**src/rtl/core/pp_pkg.sv**
```systemverilog
// shared types and constants for the polygon perimeter block
// depends on nothing; used by polygon_perimeter and pp_isqrt
package pp_pkg;

	localparam int COORD_WIDTH = 24;
	localparam int SUM_WIDTH   = 40;

	// magnitude of a coordinate difference, its square, radicand and root
	localparam int DIFF_W = COORD_WIDTH;
	localparam int SQ_W   = 2 * DIFF_W;
	localparam int ROOT_W = DIFF_W + 1;
	localparam int RAD_W  = 2 * ROOT_W;
	localparam int ADD_W  = ((SUM_WIDTH > ROOT_W) ? SUM_WIDTH : ROOT_W) + 1;

	typedef enum logic [2:0] {
		ST_IDLE,
		ST_DIFF,
		ST_SQX,
		ST_SQY,
		ST_ROOT,
		ST_WAIT,
		ST_EMIT
	} pp_state_t;

	typedef struct packed {
		logic signed [COORD_WIDTH-1:0] vertex_x;
		logic signed [COORD_WIDTH-1:0] vertex_y;
		logic                          last_vertex;
	} vertex_t;

	typedef struct packed {
		logic [SUM_WIDTH-1:0] perimeter;
		logic                 saturated;
	} result_t;

endpackage

```
**src/rtl/core/pp_isqrt.sv**
```systemverilog
// iterative integer square root, one root bit per cycle
// depends on pp_pkg for the default root width
module pp_isqrt #(
	parameter int ROOT_W = pp_pkg::ROOT_W
) (
	input  logic                  clk,
	input  logic                  arst_n,
	input  logic                  start,
	input  logic [2*ROOT_W-1:0]   radicand,
	output logic                  done,
	output logic [ROOT_W-1:0]     root
);

	localparam int RAD_W = 2 * ROOT_W;
	localparam int REM_W = ROOT_W + 2;
	localparam int CNT_W = $clog2(ROOT_W);

	logic [RAD_W-1:0]  rad_q;
	logic [REM_W-1:0]  rem_q;
	logic [ROOT_W-1:0] root_q;
	logic [CNT_W-1:0]  cnt_q;
	logic              busy_q;
	logic              done_q;

	logic [1:0]        pair;
	logic [REM_W-1:0]  rem_sh;
	logic [REM_W-1:0]  trial;
	logic              ge;
	logic [REM_W-1:0]  rem_nx;
	logic [ROOT_W-1:0] root_nx;

	always_comb begin
		pair    = rad_q[RAD_W-1 -: 2];
		rem_sh  = {rem_q[REM_W-3:0], pair};
		trial   = {root_q, 2'b01};
		ge      = (rem_sh >= trial);
		rem_nx  = ge ? (rem_sh - trial) : rem_sh;
		root_nx = {root_q[ROOT_W-2:0], ge};
	end

	always_ff @(posedge clk or negedge arst_n) begin
		if (!arst_n) begin
			busy_q <= 1'b0;
			done_q <= 1'b0;
			cnt_q  <= '0;
		end else begin
			done_q <= 1'b0;
			if (start) begin
				busy_q <= 1'b1;
				cnt_q  <= CNT_W'(ROOT_W - 1);
			end else if (busy_q) begin
				if (cnt_q == '0) begin
					busy_q <= 1'b0;
					done_q <= 1'b1;
				end else begin
					cnt_q <= cnt_q - 1'b1;
				end
			end
		end
	end

	always_ff @(posedge clk) begin
		if (start) begin
			rad_q  <= radicand;
			rem_q  <= '0;
			root_q <= '0;
		end else if (busy_q) begin
			rad_q  <= {rad_q[RAD_W-3:0], 2'b00};
			rem_q  <= rem_nx;
			root_q <= root_nx;
		end
	end

	assign done = done_q;
	assign root = root_q;

endmodule

```
**src/rtl/core/polygon_perimeter.sv**
```systemverilog
// polygon perimeter: sums euclidean edge lengths of a vertex stream
// vertex channel in, result channel out (valid/ready, one transfer per item)
// each vertex is a signed q.8 point; last_vertex closes the polygon
// a result transfer follows only a last vertex: perimeter in unsigned q.8,
// clamped at all ones, with saturated set if any addition was clamped
// every edge goes through the difference, two squares on one shared
// multiplier, and the iterative square root unit, one root bit per cycle
// a middle vertex works one edge; a later last vertex works two, from the
// previous vertex and back to the first, before its result; a first vertex
// that is not last is only stored
// vertex_ready is high only while idle; one item is worked on at a time
// the result sits in an output register, so the next polygon's vertices are
// taken while it waits; a further result waits until that register is free
// reset clears the running sum, the first-vertex flag and the output valid
// a single-vertex polygon gives perimeter 0
module polygon_perimeter (
	input  logic              clk,
	input  logic              arst_n,
	input  logic              vertex_valid,
	output logic              vertex_ready,
	input  pp_pkg::vertex_t   vertex,
	output logic              result_valid,
	input  logic              result_ready,
	output pp_pkg::result_t   result
);

	import pp_pkg::*;

	pp_state_t state_q, state_d;

	logic signed [COORD_WIDTH-1:0] first_x_q, first_y_q;
	logic signed [COORD_WIDTH-1:0] prev_x_q, prev_y_q;
	logic signed [COORD_WIDTH-1:0] cur_x_q, cur_y_q;
	logic                          last_q;
	logic                          have_first_q;
	logic                          edge_sel_q;
	logic [SUM_WIDTH-1:0]          sum_q;
	logic                          ovf_q;
	logic [DIFF_W-1:0]             dx_q, dy_q;
	logic [SQ_W-1:0]               acc_q, mul_q;
	logic                          out_valid_q;
	result_t                       out_q;

	logic                          take;
	logic                          emit;
	logic                          sq_start;
	logic                          sq_done;
	logic [ROOT_W-1:0]             sq_root;
	logic [RAD_W-1:0]              radicand;

	logic signed [COORD_WIDTH-1:0] ax, ay, bx, by;
	logic signed [COORD_WIDTH:0]   dxs, dys;
	logic [DIFF_W-1:0]             dx_mag, dy_mag;
	logic [DIFF_W-1:0]             mul_op;
	logic [SQ_W-1:0]               product;
	logic [ADD_W-1:0]              total;
	logic                          total_sat;

	// edge endpoints: previous to current, or current back to first
	always_comb begin
		ax  = edge_sel_q ? cur_x_q : prev_x_q;
		ay  = edge_sel_q ? cur_y_q : prev_y_q;
		bx  = edge_sel_q ? first_x_q : cur_x_q;
		by  = edge_sel_q ? first_y_q : cur_y_q;
		dxs = {ax[COORD_WIDTH-1], ax} - {bx[COORD_WIDTH-1], bx};
		dys = {ay[COORD_WIDTH-1], ay} - {by[COORD_WIDTH-1], by};
		dx_mag = dxs[COORD_WIDTH] ? DIFF_W'(-dxs) : DIFF_W'(dxs);
		dy_mag = dys[COORD_WIDTH] ? DIFF_W'(-dys) : DIFF_W'(dys);
	end

	// shared multiplier
	assign mul_op   = (state_q == ST_SQX) ? dx_q : dy_q;
	assign product  = SQ_W'(mul_op * mul_op);
	assign radicand = RAD_W'(acc_q) + RAD_W'(mul_q);

	// saturating accumulate
	assign total     = ADD_W'(sum_q) + ADD_W'(sq_root);
	assign total_sat = |total[ADD_W-1:SUM_WIDTH];

	pp_isqrt #(
		.ROOT_W(ROOT_W)
	) u_isqrt (
		.clk     (clk),
		.arst_n  (arst_n),
		.start   (sq_start),
		.radicand(radicand),
		.done    (sq_done),
		.root    (sq_root)
	);

	always_ff @(posedge clk or negedge arst_n) begin
		if (!arst_n) begin
			state_q <= ST_IDLE;
		end else begin
			state_q <= state_d;
		end
	end

	always_comb begin
		state_d      = state_q;
		vertex_ready = 1'b0;
		take         = 1'b0;
		sq_start     = 1'b0;
		emit         = 1'b0;
		unique case (state_q)
			ST_IDLE: begin
				vertex_ready = 1'b1;
				take         = vertex_valid;
				if (vertex_valid) begin
					if (have_first_q || vertex.last_vertex) begin
						state_d = ST_DIFF;
					end
				end
			end
			ST_DIFF: begin
				state_d = ST_SQX;
			end
			ST_SQX: begin
				state_d = ST_SQY;
			end
			ST_SQY: begin
				state_d = ST_ROOT;
			end
			ST_ROOT: begin
				sq_start = 1'b1;
				state_d  = ST_WAIT;
			end
			ST_WAIT: begin
				if (sq_done) begin
					if (last_q && !edge_sel_q) begin
						state_d = ST_DIFF;
					end else if (last_q) begin
						state_d = ST_EMIT;
					end else begin
						state_d = ST_IDLE;
					end
				end
			end
			ST_EMIT: begin
				if (!out_valid_q || result_ready) begin
					emit    = 1'b1;
					state_d = ST_IDLE;
				end
			end
			default: begin
				state_d = ST_IDLE;
			end
		endcase
	end

	always_ff @(posedge clk or negedge arst_n) begin
		if (!arst_n) begin
			have_first_q <= 1'b0;
			edge_sel_q   <= 1'b0;
			last_q       <= 1'b0;
			sum_q        <= '0;
			ovf_q        <= 1'b0;
			out_valid_q  <= 1'b0;
		end else begin
			if (take) begin
				last_q <= vertex.last_vertex;
				if (!have_first_q) begin
					have_first_q <= 1'b1;
					sum_q        <= '0;
					ovf_q        <= 1'b0;
					edge_sel_q   <= 1'b1;
				end else begin
					edge_sel_q <= 1'b0;
				end
			end
			if (state_q == ST_WAIT && sq_done) begin
				edge_sel_q <= 1'b1;
				if (total_sat) begin
					sum_q <= '1;
					ovf_q <= 1'b1;
				end else begin
					sum_q <= SUM_WIDTH'(total);
				end
			end
			if (emit) begin
				have_first_q <= 1'b0;
				sum_q        <= '0;
				ovf_q        <= 1'b0;
				out_valid_q  <= 1'b1;
			end else if (result_ready) begin
				out_valid_q <= 1'b0;
			end
		end
	end

	always_ff @(posedge clk) begin
		if (take) begin
			cur_x_q <= vertex.vertex_x;
			cur_y_q <= vertex.vertex_y;
			if (!have_first_q) begin
				first_x_q <= vertex.vertex_x;
				first_y_q <= vertex.vertex_y;
				prev_x_q  <= vertex.vertex_x;
				prev_y_q  <= vertex.vertex_y;
			end
		end
		if (state_q == ST_DIFF) begin
			dx_q <= dx_mag;
			dy_q <= dy_mag;
			if (!edge_sel_q) begin
				prev_x_q <= cur_x_q;
				prev_y_q <= cur_y_q;
			end
		end
		if (state_q == ST_SQX) begin
			acc_q <= product;
		end
		if (state_q == ST_SQY) begin
			mul_q <= product;
		end
		if (emit) begin
			out_q.perimeter <= sum_q;
			out_q.saturated <= ovf_q;
		end
	end

	assign result_valid = out_valid_q;
	assign result       = out_q;

`ifndef SYNTHESIS
	a_sat_full: assert property (@(posedge clk) disable iff (!arst_n)
		result_valid && result.saturated |-> &result.perimeter)
		else $error("saturated result with perimeter below maximum");

	a_first_kept: assert property (@(posedge clk) disable iff (!arst_n)
		vertex_valid && vertex_ready |=> have_first_q)
		else $error("vertex transfer left no first vertex");

	a_root_wait: assert property (@(posedge clk) disable iff (!arst_n)
		sq_done |-> state_q == ST_WAIT)
		else $error("square root finished outside wait state");

	a_emit_free: assert property (@(posedge clk) disable iff (!arst_n)
		emit |-> !result_valid || result_ready)
		else $error("result overwritten while stalled");
`endif

endmodule
```
**config.mk**
```make
export PLATFORM = sky130hd
export DESIGN_NAME = polygon_perimeter
export DESIGN_NICKNAME = d
export VERILOG_FILES = /design/src/rtl/core/pp_pkg.sv /design/src/rtl/core/pp_isqrt.sv /design/src/rtl/core/polygon_perimeter.sv
export SDC_FILE = /design/constraint.sdc
export NUM_CORES = 2
export LEC_CHECK = 0
export BUFFER_PORTS_ARGS = -buffer_cell sky130_fd_sc_hd__buf_2
export CAP_MARGIN = 15
export CORE_MARGIN = 3
export CORE_UTILIZATION = 60
export CTS_BUF_LIST = sky130_fd_sc_hd__clkbuf_8
export CTS_CLUSTER_SIZE = 10
export DETAILED_ROUTE_END_ITERATION = 12
export GPL_ROUTABILITY_DRIVEN = 0
export PLACE_DENSITY = 0.87
export SYNTH_ARGS = -nofsm -noshare
export SYNTH_HDL_FRONTEND = slang
export SYNTH_SLANG_ARGS = --single-unit
```
**constraint.sdc**
```tcl
create_clock -name clk -period 14.1 [get_ports clk]
set_clock_uncertainty 0.2 [all_clocks]
set_input_delay 0.705 -clock clk [delete_from_list [all_inputs] [get_ports clk]]
set_output_delay 0.705 -clock clk [all_outputs]
set_load 0.05 [all_outputs]
```
==> impl_metrics.env <==
export IMPL_outcome="finished clean"
export IMPL_tightest_slew_ns=1.08
export IMPL_synth_edf_count=329
export IMPL_netlist_area_mm2=0.0415
export IMPL_critical_path_peak_fanout=75
export IMPL_final_setup_viol_count=0
export IMPL_fmaxAchievable_ghz=0.0970
export IMPL_synthTopCellsByArea="edfxtp_1, fa_1, ha_1"
export IMPL_flow_area_growth_from_synthesis_pct=7.55
export IMPL_grt_util_all_layers_pct=27.5
export IMPL_coreArea_mm2=0.0678
export IMPL_critical_path_max_stage_delay_ns=0.81
export IMPL_drc=0
export IMPL_design_final_nets=4971
export IMPL_grt_max_degree=114
export IMPL_antenna_found_initial=2
export IMPL_floorplan_die_height_um=269
export IMPL_fillCellCount=4812
export IMPL_relSlewSlack_pct=27.7
export IMPL_postRouteWirelength_um=96500
export IMPL_initial_core_util_pct=61.2
export IMPL_yosysMostFrequentCell="inv_1"
export IMPL_critPathLaunchType="flop"
export IMPL_timing_critical_path_slowest_stage_cell="buf_4"
export IMPL_critical_path_class="flop to flop"
export IMPL_worst_setup_hold_path_clk_slew_ns=0.07
export IMPL_cts_tree="built"
export IMPL_clock_sinks=482
export IMPL_die_area_mm2=0.0723
export IMPL_final_min_period_over_clock_period_pct=73.1
export IMPL_cap_viol_max_count=0
export IMPL_synth_ff_latch_count=482
export IMPL_cts_inserted_buffers=80
export IMPL_hp_class="input port to flop"
export IMPL_synthArstFlopShare_pct=11.4
export IMPL_layout_drive_gt1_share_pct=8.70
export IMPL_crit_top_cell="fa_1"
export IMPL_cts_repair_resized=0
export IMPL_timing_final_crit_period_ns=10.31
export IMPL_synth_distinct_cells=86
export IMPL_netlist_instances=4081
export IMPL_cts_path_max_buffers=3
export IMPL_drt_pass1_iterations=6
export IMPL_syn_nets=4879
export IMPL_root_buffer="clkbuf_8"
export IMPL_detailedRoute_firstIterationViolations=2430
export IMPL_insertion_delay_ns=0.69
export IMPL_synth_cells_most_frequent="inv_1, fa_1, nand2_1, edfxtp_1, ha_1"
export IMPL_yosys_area_top_type="edfxtp_1"
export IMPL_via_per_inst=5.90
export IMPL_buffer_ports_inserted=95
export IMPL_fp_dieW_um=269
export IMPL_ant_nets=0
export IMPL_setup_total_negative_slack_ns=0
export IMPL_number_of_vias_after_detailed_routing=30200
export IMPL_worstPathArrival_ns=10.52
export IMPL_grt_pass1_vias=32100
export IMPL_rsz0062_at_grt="false"
export IMPL_worstPathRequired_ns=14.31
export IMPL_design_portCount=96
export IMPL_core_rowCount=95
export IMPL_final_max_slew_violation_count=0
export IMPL_synthesis_area_per_instance_um2=10.2
export IMPL_place_hpwl_um=72200
export IMPL_clock_tree_htree_level_count=3
export IMPL_globalRoute_totalOverflow=0
export IMPL_synth_largest_type_area_fraction_pct=23.8
export IMPL_finalHoldViolCount=0
export IMPL_synth_warning_count=0
export IMPL_first_pass_grt_wire_length_um=159000
export IMPL_synth_main_ff_cell="edfxtp_1"
export IMPL_yosysSeqAreaShare_pct=31.9
export IMPL_avgRoutedWirePerCell_um=18.9
export IMPL_r2r_setup_slack_ns=3.79
export IMPL_worst_setup_path_end_kind="flop"
[layer usage]
layer  GRT usage, %  wire length (um)
met5              0                 0
met4           13.1              4980
met3           5.86              7990
met2           45.8             45700
met1           34.4             37900
[metrics by stage]
step | hold slack (ns) | setup WS [ns] | area (um^2) | utilization, % | std cells
after global placement | 0.236 | 4.28 | 42800 | 63.2 | 4951
after detailed placement | 0.233 | 3.91 | 42800 | 63.2 | 4951
after floorplan | 0.209 | 3.87 | 41500 | - | 4081
after global routing | 0.00921 | 3.21 | 44600 | 65.8 | 5114
after CTS | 0.00300 | 3.87 | 44600 | 65.8 | 5111
final | 0.0379 | 3.79 | 44600 | 65.8 | 5114
[cell type report]
class                           count  area, um^2  area share (%)
Antenna cell                        2        5.00          0.0112
Clock buffer                       88        1210            2.72
Clock inverter                     60         429           0.963
Inverter                          662        2480            5.57
Multi-Input combinational cell   2809       25300            56.7
Sequential cell                   482       13200            29.7
Tap cell                          873        1090            2.45
Timing Repair Buffer              138         848            1.90
[worst paths after layout]
check                            from    endpoint  cells past startpoint
setup / recovery           state_q[1]   acc_q[45]                     29
min in group asynchronous      arst_n   sum_q[10]                      3
hold / removal              vertex[6]  cur_y_q[5]                      1
max in group asynchronous      arst_n  edge_sel_q                      3
setup reg to reg           state_q[1]   acc_q[45]                     29
hold reg to reg                 ovf_q   result[0]                      0
[sequential cells by signal, indices dropped and copies added, names as in the netlist, 24 cells and up]
signal / count
mul_q: 47
prev_y_q: 24
cur_y_q: 24
u_isqrt.root: 25
dy_q: 24
prev_x_q: 24
result: 41
acc_q: 47
first_x_q: 24
first_y_q: 24
u_isqrt.rem_q: 25
cur_x_q: 24
dx_q: 24
sum_q: 40
u_isqrt.rad_q: 50
[cells in the final DEF (no fill, tap or decap), types with 131 or more instances in the layout]
master and count:
a21oi_1 199, ha_1 319, xnor2_1 131, o21ai_0 222, edfxtp_1 329, inv_1 684
nand2_1 393, nor2_1 253, mux2i_1 138, fa_1 426
[cell families after synthesis]
logic type,count (synthesis),synth area share [%]
AOI/OAI and AO/OA,749,11.5
xor gates and xnor gates,216,4.56
adders and majority gates,745,30.2
buffers and inverters,790,7.19
DFF,482,31.9
muxes,209,5.26
and+or+nand+nor,890,9.41
[timing repair]
action	in CTS	in global routing
setup buffers	0	0
hold buffers	12	0
hold endpoints to repair	76	0
[worst max-delay path: cells and delay by family, from the launching register on]
kind                     cells  cell delay, ns
adder cells (fa/ha/maj)      8            4.02
AO/OA/AOI/OAI                8            1.96
buffers and inverters        7            1.67
multiplexers                 1            0.79
AND/OR/NAND/NOR              4            0.78
flip-flops                   1            0.50
XOR/XNOR                     1            0.11
Power is left out: the tool's default activity adds up to more than one toggle a clock period on the data nets, which glitch-free logic cannot reach.
